[config.mk]
export PLATFORM = sky130hd
export DESIGN_NAME = pts_front
export DESIGN_NICKNAME = d
export VERILOG_FILES = /design/src/rtl/core/pts_pkg.sv /design/src/rtl/core/pts_front.sv
export SDC_FILE = /design/constraint.sdc
export NUM_CORES = 1
export LEC_CHECK = 0
export BUFFER_PORTS_ARGS = -buffer_cell sky130_fd_sc_hd__buf_2
export CORE_MARGIN = 2
export CORE_UTILIZATION = 45
export DETAILED_ROUTE_END_ITERATION = 8
export PLACE_DENSITY_LB_ADDON = 0.1
export REMOVE_ABC_BUFFERS = 1
export SYNTH_ARGS = -nofsm -noshare
export SYNTH_HDL_FRONTEND = slang
export SYNTH_SLANG_ARGS = --single-unit
[constraint.sdc]
create_clock -name vclk -period 9.68
set_clock_uncertainty 0.1 [all_clocks]
set_input_delay 0.968 -clock vclk [all_inputs]
set_output_delay 0.968 -clock vclk [all_outputs]
set_load 0.05 [all_outputs]
[src/rtl/core/pts_pkg.sv]
// Shared types, constants and helper functions for the packed upper-triangular store.
// Used by pts_front, pts_queue, pts_back and packed_upper_triangular_store.
// No dependencies.
package pts_pkg;

    // Field widths fixed by the item format
    localparam int DATA_W      = 32;
    localparam int ORDER_W     = 5;
    localparam int INDEX_W     = 4;
    localparam int CMD_W       = 2;
    localparam int COUNT_W     = 8;
    localparam int CFG_INDEX_W = 1;

    // Width of the held order: reaches the largest supported order of 64
    localparam int ORDER_REG_W = 7;

    // Width of slot arithmetic: covers n*(n+1) for an order of up to 64
    localparam int CALC_W = 13;

    // Default largest matrix order
    localparam int DEFAULT_MAX_ORDER = 16;

    // Job queue between front and back
    localparam int QUEUE_DEPTH = 2;
    localparam int QUEUE_PTR_W = $clog2(QUEUE_DEPTH);
    localparam int QUEUE_CNT_W = $clog2(QUEUE_DEPTH + 1);

    // Saturation value of the count result
    localparam logic [COUNT_W-1:0] COUNT_MAX = {COUNT_W{1'b1}};

    // Command codes
    localparam logic [CMD_W-1:0] CMD_READ  = 2'd0;
    localparam logic [CMD_W-1:0] CMD_WRITE = 2'd1;
    localparam logic [CMD_W-1:0] CMD_COUNT = 2'd2;

    // Configuration register indexes
    localparam logic [CFG_INDEX_W-1:0] REG_MATRIX_ORDER = 1'd0;
    localparam logic [CFG_INDEX_W-1:0] REG_FILL_VALUE   = 1'd1;

    // One command item
    typedef struct packed {
        logic [CMD_W-1:0]          cmd;
        logic [INDEX_W-1:0]        row;
        logic [INDEX_W-1:0]        col;
        logic signed [DATA_W-1:0]  write_value;
    } in_item_t;

    // One result item
    typedef struct packed {
        logic signed [DATA_W-1:0]  read_value;
        logic [COUNT_W-1:0]        nondefault_count;
        logic                      index_error;
    } out_item_t;

    // Classified job handed from front to back
    typedef enum logic [2:0] {
        JOB_READ   = 3'd0,
        JOB_WRITE  = 3'd1,
        JOB_FILL   = 3'd2,
        JOB_COUNT  = 3'd3,
        JOB_REJECT = 3'd4
    } job_kind_t;

    typedef struct packed {
        job_kind_t                 kind;
        logic signed [DATA_W-1:0]  write_value;
    } job_t;

    // Number of packed words for a given largest order
    function automatic int store_depth(input int max_order);
        return max_order * (max_order + 1) / 2;
    endfunction

    // Address width of the packed store
    function automatic int slot_w(input int max_order);
        return (store_depth(max_order) > 1) ? $clog2(store_depth(max_order)) : 1;
    endfunction

endpackage

[src/rtl/core/pts_front.sv]
// Front part: clamps the order, checks indices, classifies the command and
// computes the packed slot (or the last slot for a count). Depends on pts_pkg.
module pts_front #(
    parameter int MAX_ORDER = pts_pkg::DEFAULT_MAX_ORDER
) (
    input  pts_pkg::in_item_t                       item,
    input  logic [pts_pkg::ORDER_REG_W-1:0]         order,
    output pts_pkg::job_t                           job,
    output logic [pts_pkg::slot_w(MAX_ORDER)-1:0]   slot
);
    import pts_pkg::*;

    localparam int SLOT_W = slot_w(MAX_ORDER);
    localparam logic [ORDER_REG_W-1:0] ORDER_CAP = ORDER_REG_W'(MAX_ORDER);

    logic [ORDER_REG_W-1:0] n_eff;
    logic [CALC_W-1:0]  n_w;
    logic [CALC_W-1:0]  r_w;
    logic [CALC_W-1:0]  c_w;
    logic [CALC_W-1:0]  row_base;
    logic [CALC_W-1:0]  row_skip;
    logic [CALC_W-1:0]  elem_slot;
    logic [CALC_W-1:0]  last_slot;
    logic               in_range;
    logic               below_diag;

    // Clamp the configured order into 1..cap
    always_comb
    begin
        if (order == '0)
        begin
            n_eff = ORDER_REG_W'(1);
        end
        else if (order > ORDER_CAP)
        begin
            n_eff = ORDER_CAP;
        end
        else
        begin
            n_eff = order;
        end
    end

    // Packed slot: row*n - row*(row-1)/2 + (col-row)
    always_comb
    begin
        n_w       = CALC_W'(n_eff);
        r_w       = CALC_W'(item.row);
        c_w       = CALC_W'(item.col);
        row_base  = r_w * n_w;
        row_skip  = (r_w * (r_w - 1'b1)) >> 1;
        elem_slot = row_base - row_skip + c_w - r_w;
        last_slot = ((n_w * (n_w + 1'b1)) >> 1) - 1'b1;
    end

    assign in_range   = (ORDER_REG_W'(item.row) < n_eff) && (ORDER_REG_W'(item.col) < n_eff);
    assign below_diag = (item.row > item.col);

    // Classify the command
    always_comb
    begin
        job.write_value = item.write_value;
        slot            = elem_slot[SLOT_W-1:0];
        case (item.cmd)
            CMD_READ:
            begin
                if (!in_range)
                begin
                    job.kind = JOB_REJECT;
                end
                else if (below_diag)
                begin
                    job.kind = JOB_FILL;
                end
                else
                begin
                    job.kind = JOB_READ;
                end
            end
            CMD_WRITE:
            begin
                job.kind = (!in_range || below_diag) ? JOB_REJECT : JOB_WRITE;
            end
            CMD_COUNT:
            begin
                job.kind = JOB_COUNT;
                slot     = last_slot[SLOT_W-1:0];
            end
            default:
            begin
                job.kind = JOB_REJECT;
            end
        endcase
    end

endmodule

* Word-level counts from Yosys, hierarchy flattened *
Index checks and enable logic that the tools add are counted.

storage, ports and cells
  register bits after elaboration = 0
  bits of input ports = 49
  output and inout port bits = 43

cells by class
  $add $sub $neg = 6
  multipliers = 3
  $lt $le $gt $ge = 4
  equal/unequal tests = 2
  multiplexer cells = 7
  reduce and logical (&&, ||, !) cells = 5

operators by type and width
  operator                                                       number
  < comparator 4 x 7 -> 1 bit                                    2
  2-to-1 mux 7 bit                                               2
  multiplier 5 x 5 -> 9 bit                                      1
  multiplier 7 x 8 -> 9 bit                                      1
  one-hot mux 3 bit (3 select lines)                             1
  adder 7 x 1 -> 8 bit, second input constant                    1
  adder 8 x 4 -> 8 bit                                           1
  multiplier 4 x 7 -> 8 bit                                      1
  2-to-1 mux 8 bit                                               1
  subtractor 8 x 1 -> 8 bit, second input constant               1
  subtractor 8 x 4 -> 8 bit                                      1
  subtractor 8 bit                                               1
  greater-than comparator 7 x 5 -> 1 bit, second input constant  1
  logical NOT 7 bit                                              1
  2-to-1 mux 3 bit                                               2
  subtractor 4 x 1 -> 5 bit, second input constant               1
  greater-than comparator 4 bit                                  1
  == test 2 x 1 -> 1 bit, second input constant                  1
  == test 2 bit, second input constant                           1
  logical NOT 2 bit                                              1
  2-to-1 mux 2 bit                                               1
  logical AND 1 bit                                              1
  logical NOT 1 bit                                              1
  logical OR 1 bit                                               1

* Depth between registers and ports, before layout *
  depth in word-level cells = 9
  depth in mapped cells = 27

* Least setup slack after synthesis *
No wires, ideal clock.

  kind = input to output
  from = input port item[36] (netlist name)
  to = output port slot[7] (netlist name)
  arrival time = 7907 ps
  data required time = 8612 ps
  setup slack = 705 ps
  cell stages on the path = 23
  buffers on the path = 0
  cells stage by stage = inv_1 > ha_1 > nor3b_2 > nand2_1 > fa_1 > fa_1 > fa_1 > inv_1 > fa_1 > fa_1 > fa_1 > inv_1 > fa_1 > inv_1 > fa_1 > inv_1 > ha_1 > a211oi_1 > o21bai_1 > a21oi_1 > xnor2_1 > xnor2_1 > mux2i_1

between the ends
  word-level cells in the longest chain between the ends = 6

ends and longest elaborated chain
  element                        RTL line         text
  start, declared                pts_front.sv:6   input pts_pkg::in_item_t item,
  subtractor 4 x 1 -> 5 bit      pts_front.sv:51  row_skip = (r_w * (r_w - 1'b1)) >> 1;
  multiplier 5 x 5 -> 9 bit      pts_front.sv:51
  subtractor 8 bit               pts_front.sv:52  elem_slot = row_base - row_skip + c_w - r_w;
  adder 8 x 4 -> 8 bit           pts_front.sv:52
  subtractor 8 x 4 -> 8 bit (*)  pts_front.sv:52
  2-to-1 mux 8 bit (*)           pts_front.sv:64  case (item.cmd)
  end, declared                  pts_front.sv:9   output logic [pts_pkg::slot_w(MAX_ORDER)-1:0] slot

Every way passes the cells marked *; elsewhere a longest branch is shown, timed or not.

* Final worst setup path *
Same ends and word-level chain as after synthesis.

==> flow_summary.toml <==
[global_route]
grt_util_met3_pct = 7.31
use_met1_pct = 28.2
grt_max_degree = 16
top_usage_layer = "met2"
grt_pass1_wl_um = 14100
grt_pass1_vias = 2669
antenna_found_initial = 0
overflow = 0
grt_use_met2_pct = 33.6
track_usage_pct = 20.9

[power]
leakage_nw = 1.88
power.switching_mw = 0.532
p_int_mw = 0.302
power.share.sequential_pct = 0
comb_power_share_pct = 100.0
p_per_area_mw_per_mm2 = 234
swShare_pct = 63.7
clkPwrFrac_pct = 0
vdd_ir_drop_max_uv = 142
p_total_mw = 0.834

[sta]
final.min_clock_period_ns = 9.23
finalSetupViolations = 0
tightest_slew_ns = 0.530
max_freq_mhz = 108
whs_ns = 1.84
setup-tns-final_ns = 0
slew_headroom_pct = 64.6
rsz0062_at_grt = "no"
fin_ws_ns = 0.446
period_share_pct = 95.4
report.final.slew_viol_count = 0
final-hold-violation-count = 0

[logic_synthesis]
synth_area_per_cell_um2 = 8.53
netlist.area_leader.share_pct = 28.3
yosys-top-cells-area = "ha_1 (28%), fa_1 (25%), inv_1 (8.2%), buf_4 (6.9%), nor2_1 (3.4%)"
ys_types = 44
post-synth-top-area-cell = "ha_1"
postSynthCellCount = 409
seq_area_frac_synth_pct = 0
synthesis.yosys.warnings = 0
synth_area_mm2 = 0.00349

[drt]
ant_nets = 0
routed_wl_um = 8330
drc = 0
num_vias = 2571
drt-pass1-iter-count = 6
drtIter0Drc = 121
vias_per_cell = 4.97
avgRoutedWirePerCell_um = 16.1

[floorplanning]
rows = 32
num_io_pins = 92
die_width_um = 92.0
dieArea_mm2 = 0.00847
core_area_mm2 = 0.00761
die_h_um = 92.0
initial_core_util_pct = 45.9

[place]
dp_slack_ns = 0.466
portBuffers = 28
finalWeightedCongestion = 0.817
dpl_cell_area_mm2 = 0.00356
hpwl_um = 7160

[worst_setup_path]
worstPathArrival_ns = 8.17
cp_data_required_time_ns = 8.61
cp_max_fo = 10
critPathCaptureType = "output port"
startpoint_type = "primary input"
crit_type = "primary input to output port"

[layout]
syn2layout_area_growth_pct = 1.97
n_clock_buffer = 0
mostFrequentLayoutCells = "ha_1 (79), inv_1 (76), fa_1 (43)"
antennaDiodeCount = 0
drive_above_1_share_pct = 9.16
flops_and_latches = 0
multi_input_area_mm2 = 0.00298
seq_area_um2 = 0
fin_area_mm2 = 0.00356
final.fill_count = 791
finalNetCount = 588
layout_commonest_cell = "ha_1"

[clocking]
cts_setup_buffers = 0
post_cts_resize_count = 0
cts_hold_buf = 0

[job]
max_cap_viol_count = 0

[worst_hold_path]
hold_class = "primary input to output port"

[run_status]
status = "finished clean"
## worst paths after layout
kind,to,startpoint,cells after the start
setup / recovery,slot[7],item[36],25
hold / removal,job[16],item[16],0
## cell type report
type	count	area share (%)
inverters	78	8.37
repair buffers	29	4.15
multi-input cells	308	83.9
well taps	102	3.59
## routing by layer
| layer | wire, um | part of all wire, % |
|---|---|---|
| met4 | 5 | 0.060 |
| met2 | 3740 | 45 |
| met1 | 3840 | 46 |
| met3 | 707 | 8.5 |
| met5 | 34 | 0.41 |
## power by group through the flow
stage / clock network [mW] / registers (mW) / logic, mW
after floorplan: 0 / 0 / 0.668
after global placement: 0 / 0 / 0.831
after detailed placement: 0 / 0 / 0.833
after CTS: 0 / 0 / 0.842
after global routing: 0 / 0 / 0.929
final: 0 / 0 / 0.834
## cell usage after synthesis (2+ instances only)
| master | number |
|---|---|
| a21o_1 | 2 |
| a21oi_1 | 12 |
| a21oi_2 | 2 |
| and2_1 | 5 |
| buf_4 | 32 |
| clkbuf_1 | 3 |
| conb_1 | 2 |
| fa_1 | 43 |
| ha_1 | 79 |
| inv_1 | 76 |
| inv_4 | 2 |
| mux2i_1 | 3 |
| nand2_1 | 24 |
| nand2b_1 | 5 |
| nand3_1 | 4 |
| nand4_1 | 2 |
| nor2_1 | 32 |
| nor2b_1 | 8 |
| nor3_1 | 6 |
| nor3b_1 | 3 |
| o21a_1 | 4 |
| o21ai_0 | 10 |
| o21ai_1 | 3 |
| o21bai_1 | 3 |
| o22ai_1 | 2 |
| o31a_1 | 2 |
| xnor2_1 | 11 |
| xnor3_1 | 3 |
| xor2_1 | 11 |
## metrics by stage
step	utilization [%]	cells
after floorplan	-	386
after global placement	46.8	517
after detailed placement	46.8	517
after CTS	46.8	517
after global routing	46.8	517
final	46.8	517
## worst max-delay path, stage by stage
cell and delay (ns):
buf_2 0.17, inv_1 0.30, ha_1 0.25, nor3b_2 0.28, nand2_1 0.12, fa_1 0.53, fa_1 0.52, fa_1 0.54
inv_1 0.06, fa_1 0.56, fa_1 0.45, fa_1 0.54, inv_1 0.05, fa_1 0.52, inv_1 0.05, fa_1 0.50
inv_1 0.04, ha_1 0.34, a211oi_1 0.34, o21bai_1 0.14, a21oi_1 0.18, xnor2_1 0.15, xnor2_1 0.09, mux2i_1 0.18
buf_2 0.30
## logic make-up after synthesis
logic type               synth area share [%]
adder cells (fa/ha/maj)                  53.0
buffers and inverters                    15.7
AND/OR/NAND/NOR                          14.3
AO/OA/AOI/OAI                            8.43
XOR/XNOR                                 7.46
multiplexers                            0.861
other                                   0.215
(Power assumes the default switching activity.)
