<file path="src/rtl/core/pts_pkg.sv">
// Shared types, constants and helper functions for the packed upper-triangular store.
// Used by pts_front, pts_queue, pts_back and packed_upper_triangular_store.
// No dependencies.
package pts_pkg;

    // Field widths fixed by the item format
    localparam int DATA_W      = 32;
    localparam int ORDER_W     = 5;
    localparam int INDEX_W     = 4;
    localparam int CMD_W       = 2;
    localparam int COUNT_W     = 8;
    localparam int CFG_INDEX_W = 1;

    // Width of the held order: reaches the largest supported order of 64
    localparam int ORDER_REG_W = 7;

    // Width of slot arithmetic: covers n*(n+1) for an order of up to 64
    localparam int CALC_W = 13;

    // Default largest matrix order
    localparam int DEFAULT_MAX_ORDER = 16;

    // Job queue between front and back
    localparam int QUEUE_DEPTH = 2;
    localparam int QUEUE_PTR_W = $clog2(QUEUE_DEPTH);
    localparam int QUEUE_CNT_W = $clog2(QUEUE_DEPTH + 1);

    // Saturation value of the count result
    localparam logic [COUNT_W-1:0] COUNT_MAX = {COUNT_W{1'b1}};

    // Command codes
    localparam logic [CMD_W-1:0] CMD_READ  = 2'd0;
    localparam logic [CMD_W-1:0] CMD_WRITE = 2'd1;
    localparam logic [CMD_W-1:0] CMD_COUNT = 2'd2;

    // Configuration register indexes
    localparam logic [CFG_INDEX_W-1:0] REG_MATRIX_ORDER = 1'd0;
    localparam logic [CFG_INDEX_W-1:0] REG_FILL_VALUE   = 1'd1;

    // One command item
    typedef struct packed {
        logic [CMD_W-1:0]          cmd;
        logic [INDEX_W-1:0]        row;
        logic [INDEX_W-1:0]        col;
        logic signed [DATA_W-1:0]  write_value;
    } in_item_t;

    // One result item
    typedef struct packed {
        logic signed [DATA_W-1:0]  read_value;
        logic [COUNT_W-1:0]        nondefault_count;
        logic                      index_error;
    } out_item_t;

    // Classified job handed from front to back
    typedef enum logic [2:0] {
        JOB_READ   = 3'd0,
        JOB_WRITE  = 3'd1,
        JOB_FILL   = 3'd2,
        JOB_COUNT  = 3'd3,
        JOB_REJECT = 3'd4
    } job_kind_t;

    typedef struct packed {
        job_kind_t                 kind;
        logic signed [DATA_W-1:0]  write_value;
    } job_t;

    // Number of packed words for a given largest order
    function automatic int store_depth(input int max_order);
        return max_order * (max_order + 1) / 2;
    endfunction

    // Address width of the packed store
    function automatic int slot_w(input int max_order);
        return (store_depth(max_order) > 1) ? $clog2(store_depth(max_order)) : 1;
    endfunction

endpackage

</file>
<file path="src/rtl/core/pts_queue.sv">
// Short FIFO of classified jobs between the front and back parts.
// Depends on pts_pkg for the queue depth constants.
module pts_queue #(
    parameter int WIDTH = 40
) (
    input  logic             clk,
    input  logic             rst_n,
    input  logic             push,
    input  logic [WIDTH-1:0] push_data,
    input  logic             pop,
    output logic [WIDTH-1:0] pop_data,
    output logic             full,
    output logic             empty
);
    import pts_pkg::*;

    logic [WIDTH-1:0]       entry_reg [QUEUE_DEPTH];
    logic [QUEUE_PTR_W-1:0] wr_ptr_reg;
    logic [QUEUE_PTR_W-1:0] rd_ptr_reg;
    logic [QUEUE_CNT_W-1:0] fill_reg;

    assign full     = (fill_reg == QUEUE_CNT_W'(QUEUE_DEPTH));
    assign empty    = (fill_reg == '0);
    assign pop_data = entry_reg[rd_ptr_reg];

    // Store an entry on push
    always_ff @(posedge clk)
    begin
        if (push)
        begin
            entry_reg[wr_ptr_reg] <= push_data;
        end
    end

    // Advance pointers and occupancy
    always_ff @(posedge clk or negedge rst_n)
    begin
        if (!rst_n)
        begin
            wr_ptr_reg <= '0;
            rd_ptr_reg <= '0;
            fill_reg   <= '0;
        end
        else
        begin
            if (push)
            begin
                wr_ptr_reg <= (wr_ptr_reg == QUEUE_PTR_W'(QUEUE_DEPTH - 1)) ?
                              '0 : wr_ptr_reg + 1'b1;
            end
            if (pop)
            begin
                rd_ptr_reg <= (rd_ptr_reg == QUEUE_PTR_W'(QUEUE_DEPTH - 1)) ?
                              '0 : rd_ptr_reg + 1'b1;
            end
            if (push && !pop)
            begin
                fill_reg <= fill_reg + 1'b1;
            end
            else if (pop && !push)
            begin
                fill_reg <= fill_reg - 1'b1;
            end
        end
    end

endmodule

</file>
<file path="config.mk">
export PLATFORM = sky130hd
export DESIGN_NAME = pts_queue
export DESIGN_NICKNAME = d
export VERILOG_FILES = /design/src/rtl/core/pts_pkg.sv /design/src/rtl/core/pts_queue.sv
export SDC_FILE = /design/constraint.sdc
export NUM_CORES = 1
export LEC_CHECK = 0
export BUFFER_PORTS_ARGS = -buffer_cell sky130_fd_sc_hd__buf_4
export CAP_MARGIN = 20
export CORE_UTILIZATION = 56
export DETAILED_ROUTE_END_ITERATION = 12
export PLACE_DENSITY = 0.84
export REMOVE_ABC_BUFFERS = 1
export SYNTH_ARGS = -nofsm -noshare
export SYNTH_HDL_FRONTEND = slang
export SYNTH_SLANG_ARGS = --single-unit
export TNS_END_PERCENT = 1
</file>
<file path="constraint.sdc">
create_clock -name clk -period 8.2 [get_ports clk]
set_input_delay 0.41 -clock clk [delete_from_list [all_inputs] [get_ports clk]]
set_output_delay 0.41 -clock clk [all_outputs]
set_load 0.02 [all_outputs]
</file>
== Word level (Yosys, flattened, before mapping) ==
Memory sizes are Yosys's and may differ from the RTL's.
Index checks and enable logic that the tools add are counted.

* Reduce and logical (&&, ||, !) cells: 6
* Add/sub/neg operators: 4
* Eq/ne operators: 1
* Multiplexer cells: 6

{| class="wikitable"
|+ Operator list
! kind !! count
|-
| 1-bit 2-to-1 mux || 4
|-
| 2-bit 2-to-1 mux || 2
|-
| 1-bit adder, second input constant || 2
|-
| 2-bit by 1-bit adder with 2-bit output, second input constant || 1
|-
| 2-bit == test, second input constant || 1
|-
| 1-bit logical AND || 2
|-
| 1-bit zero test || 2
|-
| 2-bit zero test || 1
|-
| 2-bit nonzero test || 1
|-
| 2-bit by 1-bit subtractor with 2-bit output, second input constant || 1
|}

* Logic and storage cells: 21
* Bits in writable memories: 80
* Register bits after elaboration: 4
* Output and inout bits: 42
* Input port bits: 44
* Memories: 1

{| class="wikitable"
|+ Memory list
! memory !! depth !! bits a word !! rd ports !! clocked after memory_dff !! wr ports !! line !! RTL
|-
| entry_reg || 2 || 40 || 1 || 0 || 1 || pts_queue.sv:17 || <nowiki>logic [WIDTH-1:0] entry_reg [QUEUE_DEPTH];</nowiki>
|}

== Longest topological paths before layout ==
Gate-level depths: netlist (run 1).

* Depth after elaboration: 4
* Gate-level depth with buffers: 5
* Mapped depth without buffers: 5

== Worst setup path after synthesis (run 1) ==
Ideal clock, no wire load.

* Path kind: input-to-reg
* Start point: in push
* End point: mem entry_reg[0][0] (enable)
* Path buffers: 0
* Required time: 7.758 ns
* Arrival time: 2.199 ns
* Setup time: 0.442 ns
* Stages on the path: 1
* Slack: 5.559 ns
* Path through: nor2b_1

* Longest elaborated chain between the ends: 2

{| class="wikitable"
|+ Ends and longest elaborated chain
! element !! line !! RTL
|-
| start: declaration || pts_queue.sv:8 || <nowiki>input logic push,</nowiki>
|-
| 1-bit 2-to-1 mux || pts_queue.sv:29 || <nowiki>if (push)</nowiki>
|-
| 1-bit 2-to-1 mux (not written as such) || pts_queue.sv:31 || <nowiki>entry_reg[wr_ptr_reg] <= push_data;</nowiki>
|-
| end: declaration || pts_queue.sv:17 ||
|}

No other way between the ends.

== Worst setup path in the final report (run 1) ==
* Start point: reg rd_ptr_reg
* End point: out pop_data[19]

* Longest elaborated chain between the ends: 1

{| class="wikitable"
|+ Ends and longest elaborated chain
! element !! line !! RTL
|-
| start: declaration || pts_queue.sv:19 || <nowiki>logic [QUEUE_PTR_W-1:0] rd_ptr_reg;</nowiki>
|-
| start signal: assignment || pts_queue.sv:53 || <nowiki>rd_ptr_reg <= (rd_ptr_reg == QUEUE_PTR_W'(QUEUE_DEPTH - 1)) ?</nowiki>
|-
| memory 2 x 40 bit || -- ||
|-
| end: declaration || pts_queue.sv:11 || <nowiki>output logic [WIDTH-1:0] pop_data,</nowiki>
|}

No other way between the ends.

==> results of run 1 <==
-- final cells by class --
cell class / count / area [sq um] / area share [%]
Clock buffer: 10 / 128 / 3.04
Clock inverter: 6 / 103 / 2.44
Inverter: 1 / 3.75 / 0.0894
Multi-Input combinational cell: 51 / 688 / 16.4
Sequential cell: 84 / 2500 / 59.6
Tap cell: 72 / 90.1 / 2.15
Timing Repair Buffer: 88 / 683 / 16.3
-- worst max-delay path: stages, from the launching register on --
cell	delay (ns)
dfrtp_2	0.57
buf_4	0.54
mux2_2	0.40
buf_4	0.15
-- per-stage QoR --
| step | cell area (sq um) | util, % | worst slack (ns) |
|---|---|---|---|
| after global placement | 3930 | 70.5 | 6.13 |
| after floorplan | 3190 | - | 5.56 |
| after global routing | 4200 | 75.3 | 5.66 |
| after detailed placement | 3930 | 70.5 | 6.11 |
| after CTS | 4170 | 74.8 | 5.73 |
| final | 4200 | 75.3 | 5.76 |
-- path summary, 6_finish.rpt --
kind,to,cells after the start
setup reg to reg,entry_reg[1][0]$_DFFE_PP_,1
setup / recovery,pop_data[19],3
hold reg to reg,fill_reg[1]$_DFFE_PN0P_,1
min in group asynchronous,fill_reg[1]$_DFFE_PN0P_,2
max in group asynchronous,rd_ptr_reg$_DFFE_PN0P_,2
hold / removal,entry_reg[0][38]$_DFFE_PP_,1
-- where the power goes --
group	total [uW]	switching (uW)	leakage (uW)	internal (uW)
Clock	332	132	0.000115	200
Sequential	614	42.3	0.000796	572
Combinational	545	265	0.000805	280
-- cells in the final DEF, fill, tap and decap left out --
| master | instances |
|---|---|
| and2_2 | 1 |
| buf_16 | 1 |
| buf_4 | 86 |
| bufinv_16 | 3 |
| clkbuf_1 | 1 |
| clkbuf_8 | 9 |
| clkinv_1 | 2 |
| clkinv_2 | 1 |
| dfrtp_1 | 3 |
| dfrtp_2 | 1 |
| dlygate4sd3_1 | 1 |
| edfxtp_1 | 80 |
| ha_1 | 1 |
| inv_1 | 1 |
| mux2_2 | 1 |
| mux2_4 | 39 |
| nor2_1 | 2 |
| nor2b_1 | 1 |
| nor2b_4 | 1 |
| xnor2_1 | 1 |
| xor2_1 | 4 |
-- timing repair --
item,4_1_cts,5_1_grt
setup buffers,0,0
resized for setup,0,0
hold buffers,1,0
hold endpoints to repair,4,0
-- layer usage --
layer	track usage (%)	vias up	part of all wire, %
met1	20.7	733	40
li1	-	736	-
met3	8.02	4	8.4
met4	6.11	0	0.50
met5	0	-	0
met2	28.8	65	51
-- logic make-up after synthesis --
family / after synthesis
mux: 40
flops: 84
simple gates: 5
fa+ha+maj: 1
xor+xnor: 5
buf+inv: 6
==> summary.md, run 1 <==
| Metric | Value |
|---|---|
| Buffers on Ports | `85` |
| Crit path DAT | `2.03 ns` |
| Final min period | `2.44 ns` |
| TNS Setup | `0 ns` |
| Final WL | `5030 um` |
| Die width | `78.5 um` |
| Avg WL per Cell | `16.1 um` |
| Final hold vios | `0` |
| CP max FO | `31` |
| Simple-Gate Fraction of Synth Area | `0.802%` |
| Via Count | `1,538` |
| Setup Skew | `0.00695 ns` |
| Hold Crit Start | `push_data[38]` |
| Largest net degree at the start of global routing | `41` |
| Synth Area in Compound Gates | `0%` |
| DRT Pass-1 Iters | `4` |
| Max Root-Sink Buffers | `2` |
| Post-Place Cells | `294` |
| Crit. End Element | `primary output` |
| Iter 0 DRT Violations | `68` |
| Yosys reg bits | `84` |
| Main combinational cell family by area after synthesis | `multiplexers` |
| Pleak | `0.00172 uW` |
| Final Max Tran Viols | `0` |
| Layout area overhead | `28.1%` |
| Power Dens Cells | `355 nW/um^2` |
| RR Startpoint | `wr_ptr_reg$_DFFE_PN0P_` |
| Fillers | `349` |
| Worst-Margin Slew | `0.976 ns` |
| Mux cell area share after synthesis | `18.2%` |
| Max-Cap Viols | `0` |
| Overflow after GRT | `0` |
| Starting density of the core | `58.8%` |
| Highest clock rate | `410 MHz` |
| Post-synthesis sequential area ratio | `76.4%` |
| Die footprint | `6160 sq um` |
| Clk root buf | `clkbuf_8` |
| Share of layout cells above drive strength 1 | `59.6%` |
| Commonest cells post-synth | `edfxtp_1 (80), mux2_4 (39), buf_12 (4), dfrtp_1 (4), xor2_1 (4)` |
| Crit path kind | `flip-flop to primary output` |
| Primary FF master, synth | `edfxtp_1` |
| N_diodes | `0` |
| Worst IR Drop VDD | `0.238 mV` |
| Worst-Skew Late Latency | `0.34 ns` |
| Min-Delay Path Class | `input pin to flip-flop` |
| Die height | `78.5 um` |
| All-Layer GR Usage | `17.6%` |
| Reg2reg setup slack | `6.57 ns` |
| Area share of the largest cell type after synthesis | `73.3%` |
| Syn_area_per_cell | `23.2 sq um` |
| Post-synth EDFFs | `80` |
| CTS tree | `done` |
| FP Rows | `27` |
| I/O pin total | `86` |
| Most frequent cell after synthesis | `edfxtp_1` |
| Placer Congestion | `0.681` |
| H-tree levels | `3` |
| Worst-path clk slew | `0.08 ns` |
| Synth area leader | `edfxtp_1` |
| Final HPWL DP | `3280 um` |
| Xor-xnor portion of the synthesized cell area | `1.34%` |
| Final setup violation count | `0` |
| Total power | `1490 uW` |
| Adder-Cell Fraction of Synth Area | `0.382%` |
| Worst setup startpoint | `rd_ptr_reg$_DFFE_PN0P_` |
| # DRC | `0` |
| Max reg flops | `80` |
| Slew HR | `34.9%` |
| Cell Area, Synth | `3280 sq um` |
| Synth Instances | `141` |
| Cell variety after synth | `13` |
| WP data required | `7.79 ns` |
| Non-filler cells, final | `312` |
| Vias per cell | `4.93` |
| Hold_ws | `0.249 ns` |
| Placeable Area | `5570 sq um` |
| Final net count | `280` |
| Clock sinks | `84` |
| CP startpoint kind | `flip-flop` |
| First-pass GRT wire length | `7700 um` |
| Async SR Flop Fraction | `4.76%` |
| RSZ-0062 raised after global routing | `false` |
| Clock buffer count from CTS | `9` |
| Outcome | `finished clean` |
| Fin crit share | `29.7%` |
| Post-DRT Antenna Nets | `0` |
| Vias in the first global route | `1,606` |
| Dominant cells by area after synthesis | `edfxtp_1 (73%), mux2_4 (18%), dfrtp_1 (3.1%)` |
| Warnings, synthesis | `0` |
| Antenna violations before repair | `0` |
Power figures use the tool's default switching activity.
==> run 2: changes to the inputs <==
CORE_UTILIZATION = 47   (was 56)
PLACE_DENSITY = 0.75   (was 0.84)
clock period = 2.2 ns   (was 8.2 ns; I/O delays follow)
==> run 2 against run 1 <==
  * Register-to-register slack got worse by 5.8 ns
  * Clock-buffer cell count decreased by 1
  * Sequential power increased to 3.7 times the previous value
  * Non-clock buffer count increased by 43
  * Setup slack got worse by 5.5 ns
  * Clock skew about the same
  * Global-route usage decreased by 2.2 points
  * Highest routed layer unchanged
  * Utilization decreased by 6.5 points
  * First-iteration DRC count increased by 7.4%
  * Critical path type unchanged
==> summary.md, run 2 (same netlist as run 1, synthesis figures left out) <==
| Metric | Value |
|---|---|
| Crit path DAT | `1.83 ns (-0.20 ns)` |
| Clock buffer count from CTS | `9 (unchanged)` |
| Final net count | `323 (+15%)` |
| Post-CTS Setup Bufs | `0 (unchanged)` |
| DRT Pass-1 Iters | `3 (-1)` |
| TNS Setup | `0 ns (unchanged)` |
| All-Layer GR Usage | `15.4% (-2.2 points)` |
| Crit. End Element | `primary output` |
| Starting density of the core | `48.5% (-10 points)` |
| Die height | `85.5 um (+8.9%)` |
| CTS tree | `done` |
| Pleak | `0.00190 uW (+11%)` |
| Max Root-Sink Buffers | `2 (unchanged)` |
| Highest clock rate | `515 MHz` |
| Crit path kind | `flip-flop to primary output` |
| WP data required | `2.09 ns (-5.70 ns)` |
| Final min period | `1.94 ns` |
| CP startpoint kind | `flip-flop` |
| Max reg flops | `80 (unchanged)` |
| Worst-Skew Late Latency | `0.34 ns (about the same)` |
| Final setup violation count | `0 (unchanged)` |
| Overflow after GRT | `0 (unchanged)` |
| Final hold vios | `0 (unchanged)` |
| Bufs and invs on worst path | `2 (unchanged)` |
| Placeable Area | `6760 sq um (+21%)` |
| Post-DRT Antenna Nets | `0 (unchanged)` |
| Avg WL per Cell | `15.1 um (-6.2%)` |
| PostCTS Resize Cnt | `0 (unchanged)` |
| Placer Congestion | `0.664 (-2.5%)` |
| Power Dens Cells | `1210 nW/um^2 (+240%)` |
| Final WL | `5450 um (+8.5%)` |
| Final HPWL DP | `3400 um (+3.5%)` |
| Min-Delay Path Class | `input pin to asynchronous set/reset pin` |
| Fillers | `459 (+32%)` |
| Outcome | `finished clean` |
| Max-Cap Viols | `0 (unchanged)` |
| Reg2reg setup slack | `0.76 ns (-5.81 ns)` |
| Commonest non-fill, non-tap cells in the layout | `buf_4 (85), edfxtp_1 (80), dlygate4sd3_1 (43), mux2_4 (39), clkbuf_8 (9)` |
| Placed cell areas | `3990 sq um (+1.6%)` |
| Setup Skew | `0.00737 ns (+0.000420 ns)` |
| Delay-heaviest family, CP | `flip-flops` |
| Worst IR Drop VDD | `0.811 mV (+240%)` |
| Die footprint | `7310 sq um (+19%)` |
| Layout area overhead | `41.9%` |
| Most common cell after layout, fill and taps aside | `buf_4` |
| Iter 0 DRT Violations | `73 (+7.4%)` |
| # DRC | `0 (unchanged)` |
| Buffers on Ports | `85 (unchanged)` |
| CP max FO | `28 (-9.7%)` |
| CP max-delay cell | `dfrtp_2` |
| RSZ-0062 raised after global routing | `false` |
| Crit-path max cell delay | `0.68 ns (+0.11 ns)` |
| Non-filler cells, final | `361 (+16%)` |
| Share of layout cells above drive strength 1 | `51.2% (-8.3 points)` |
| N_diodes | `0 (unchanged)` |
| H-tree levels | `3 (unchanged)` |
| First-pass GRT wire length | `8000 um (+3.9%)` |
| Worst-path clk slew | `0.07 ns (about the same)` |
| Slew HR | `66.4% (+31 points)` |
| I/O pin total | `86 (unchanged)` |
| Clk root buf | `clkbuf_8` |
| RR Startpoint | `wr_ptr_reg$_DFFE_PN0P_` |
| Cell Chain, Critical Path | `buf_12 > mux2_2 > buf_4` |
| CTS Hold Bufs | `43 (+42)` |
| Die width | `85.5 um (+8.9%)` |
| Via Count | `1,681 (+9.3%)` |
| Antenna violations before repair | `0 (unchanged)` |
| Clock sinks | `84 (unchanged)` |
| Largest net degree at the start of global routing | `29 (-29%)` |
| Vias in the first global route | `1,666 (+3.7%)` |
| Final Max Tran Viols | `0 (unchanged)` |
| Post-Place Cells | `304 (+3.4%)` |
| Fin crit share | `88.3%` |
| Worst-Margin Slew | `0.503 ns (-0.473 ns)` |
| Post-route cell area | `4650 sq um (+11%)` |
| Worst setup startpoint | `rd_ptr_reg$_DFFE_PN0P_` |
| FP Rows | `30 (+11%)` |
| Vias per cell | `4.66 (-5.5%)` |
run 2: metrics by stage:
stage	utilization (%)	hold slack (ns)	worst slack, ns	total power [uW]
2_1_floorplan	-	-0.186	-0.435	3650
3_3_place_gp	59.1	-0.0873	0.608	4380
3_5_place_dp	59.1	-0.0850	0.598	4420
4_1_cts	68.8	0.0844	0.223	5720
5_1_grt	68.8	0.0973	0.180	5880
6_report	68.8	0.105	0.257	5650
run 2: final cells by class:
| cell class | count | area [sq um] | share of cell area [%] |
|---|---|---|---|
| sequential | 84 | 2500 | 53.8 |
| timing repair buffer | 131 | 1130 | 24.3 |
| multi-input combinational | 51 | 688 | 14.8 |
| clock buffer | 9 | 124 | 2.66 |
| clock inverter | 5 | 103 | 2.21 |
| tap | 80 | 100 | 2.15 |
| inverter | 1 | 3.75 | 0.0807 |
run 2: worst paths after layout:
check	endpoint	depth (start not counted)
max	pop_data[19]	3
max reg2reg	entry_reg[0][2]$_DFFE_PP_	2
min in group clk	entry_reg[0][3]$_DFFE_PP_	2
min	rd_ptr_reg$_DFFE_PN0P_	2
min reg2reg	fill_reg[1]$_DFFE_PN0P_	1
max in group asynchronous	rd_ptr_reg$_DFFE_PN0P_	2
run 2: report_power, final:
| group | leakage, uW | switching, uW | internal, uW | total, uW |
|---|---|---|---|---|
| sequential | 0.000796 | 172 | 2130 | 2300 |
| clock | 0.000113 | 495 | 739 | 1230 |
| combinational | 0.000990 | 992 | 1120 | 2120 |
| total | 0.00190 | 1660 | 3990 | 5650 |
run 2: routing by layer:
layer | routed length [um] | vias to the layer above | track usage, %
li1 | - | 818 | -
met1 | 2340 | 792 | 18.7
met2 | 2690 | 61 | 25.1
met3 | 331 | 10 | 5.49
met4 | 93 | 0 | 6.82
met5 | 0 | - | 0
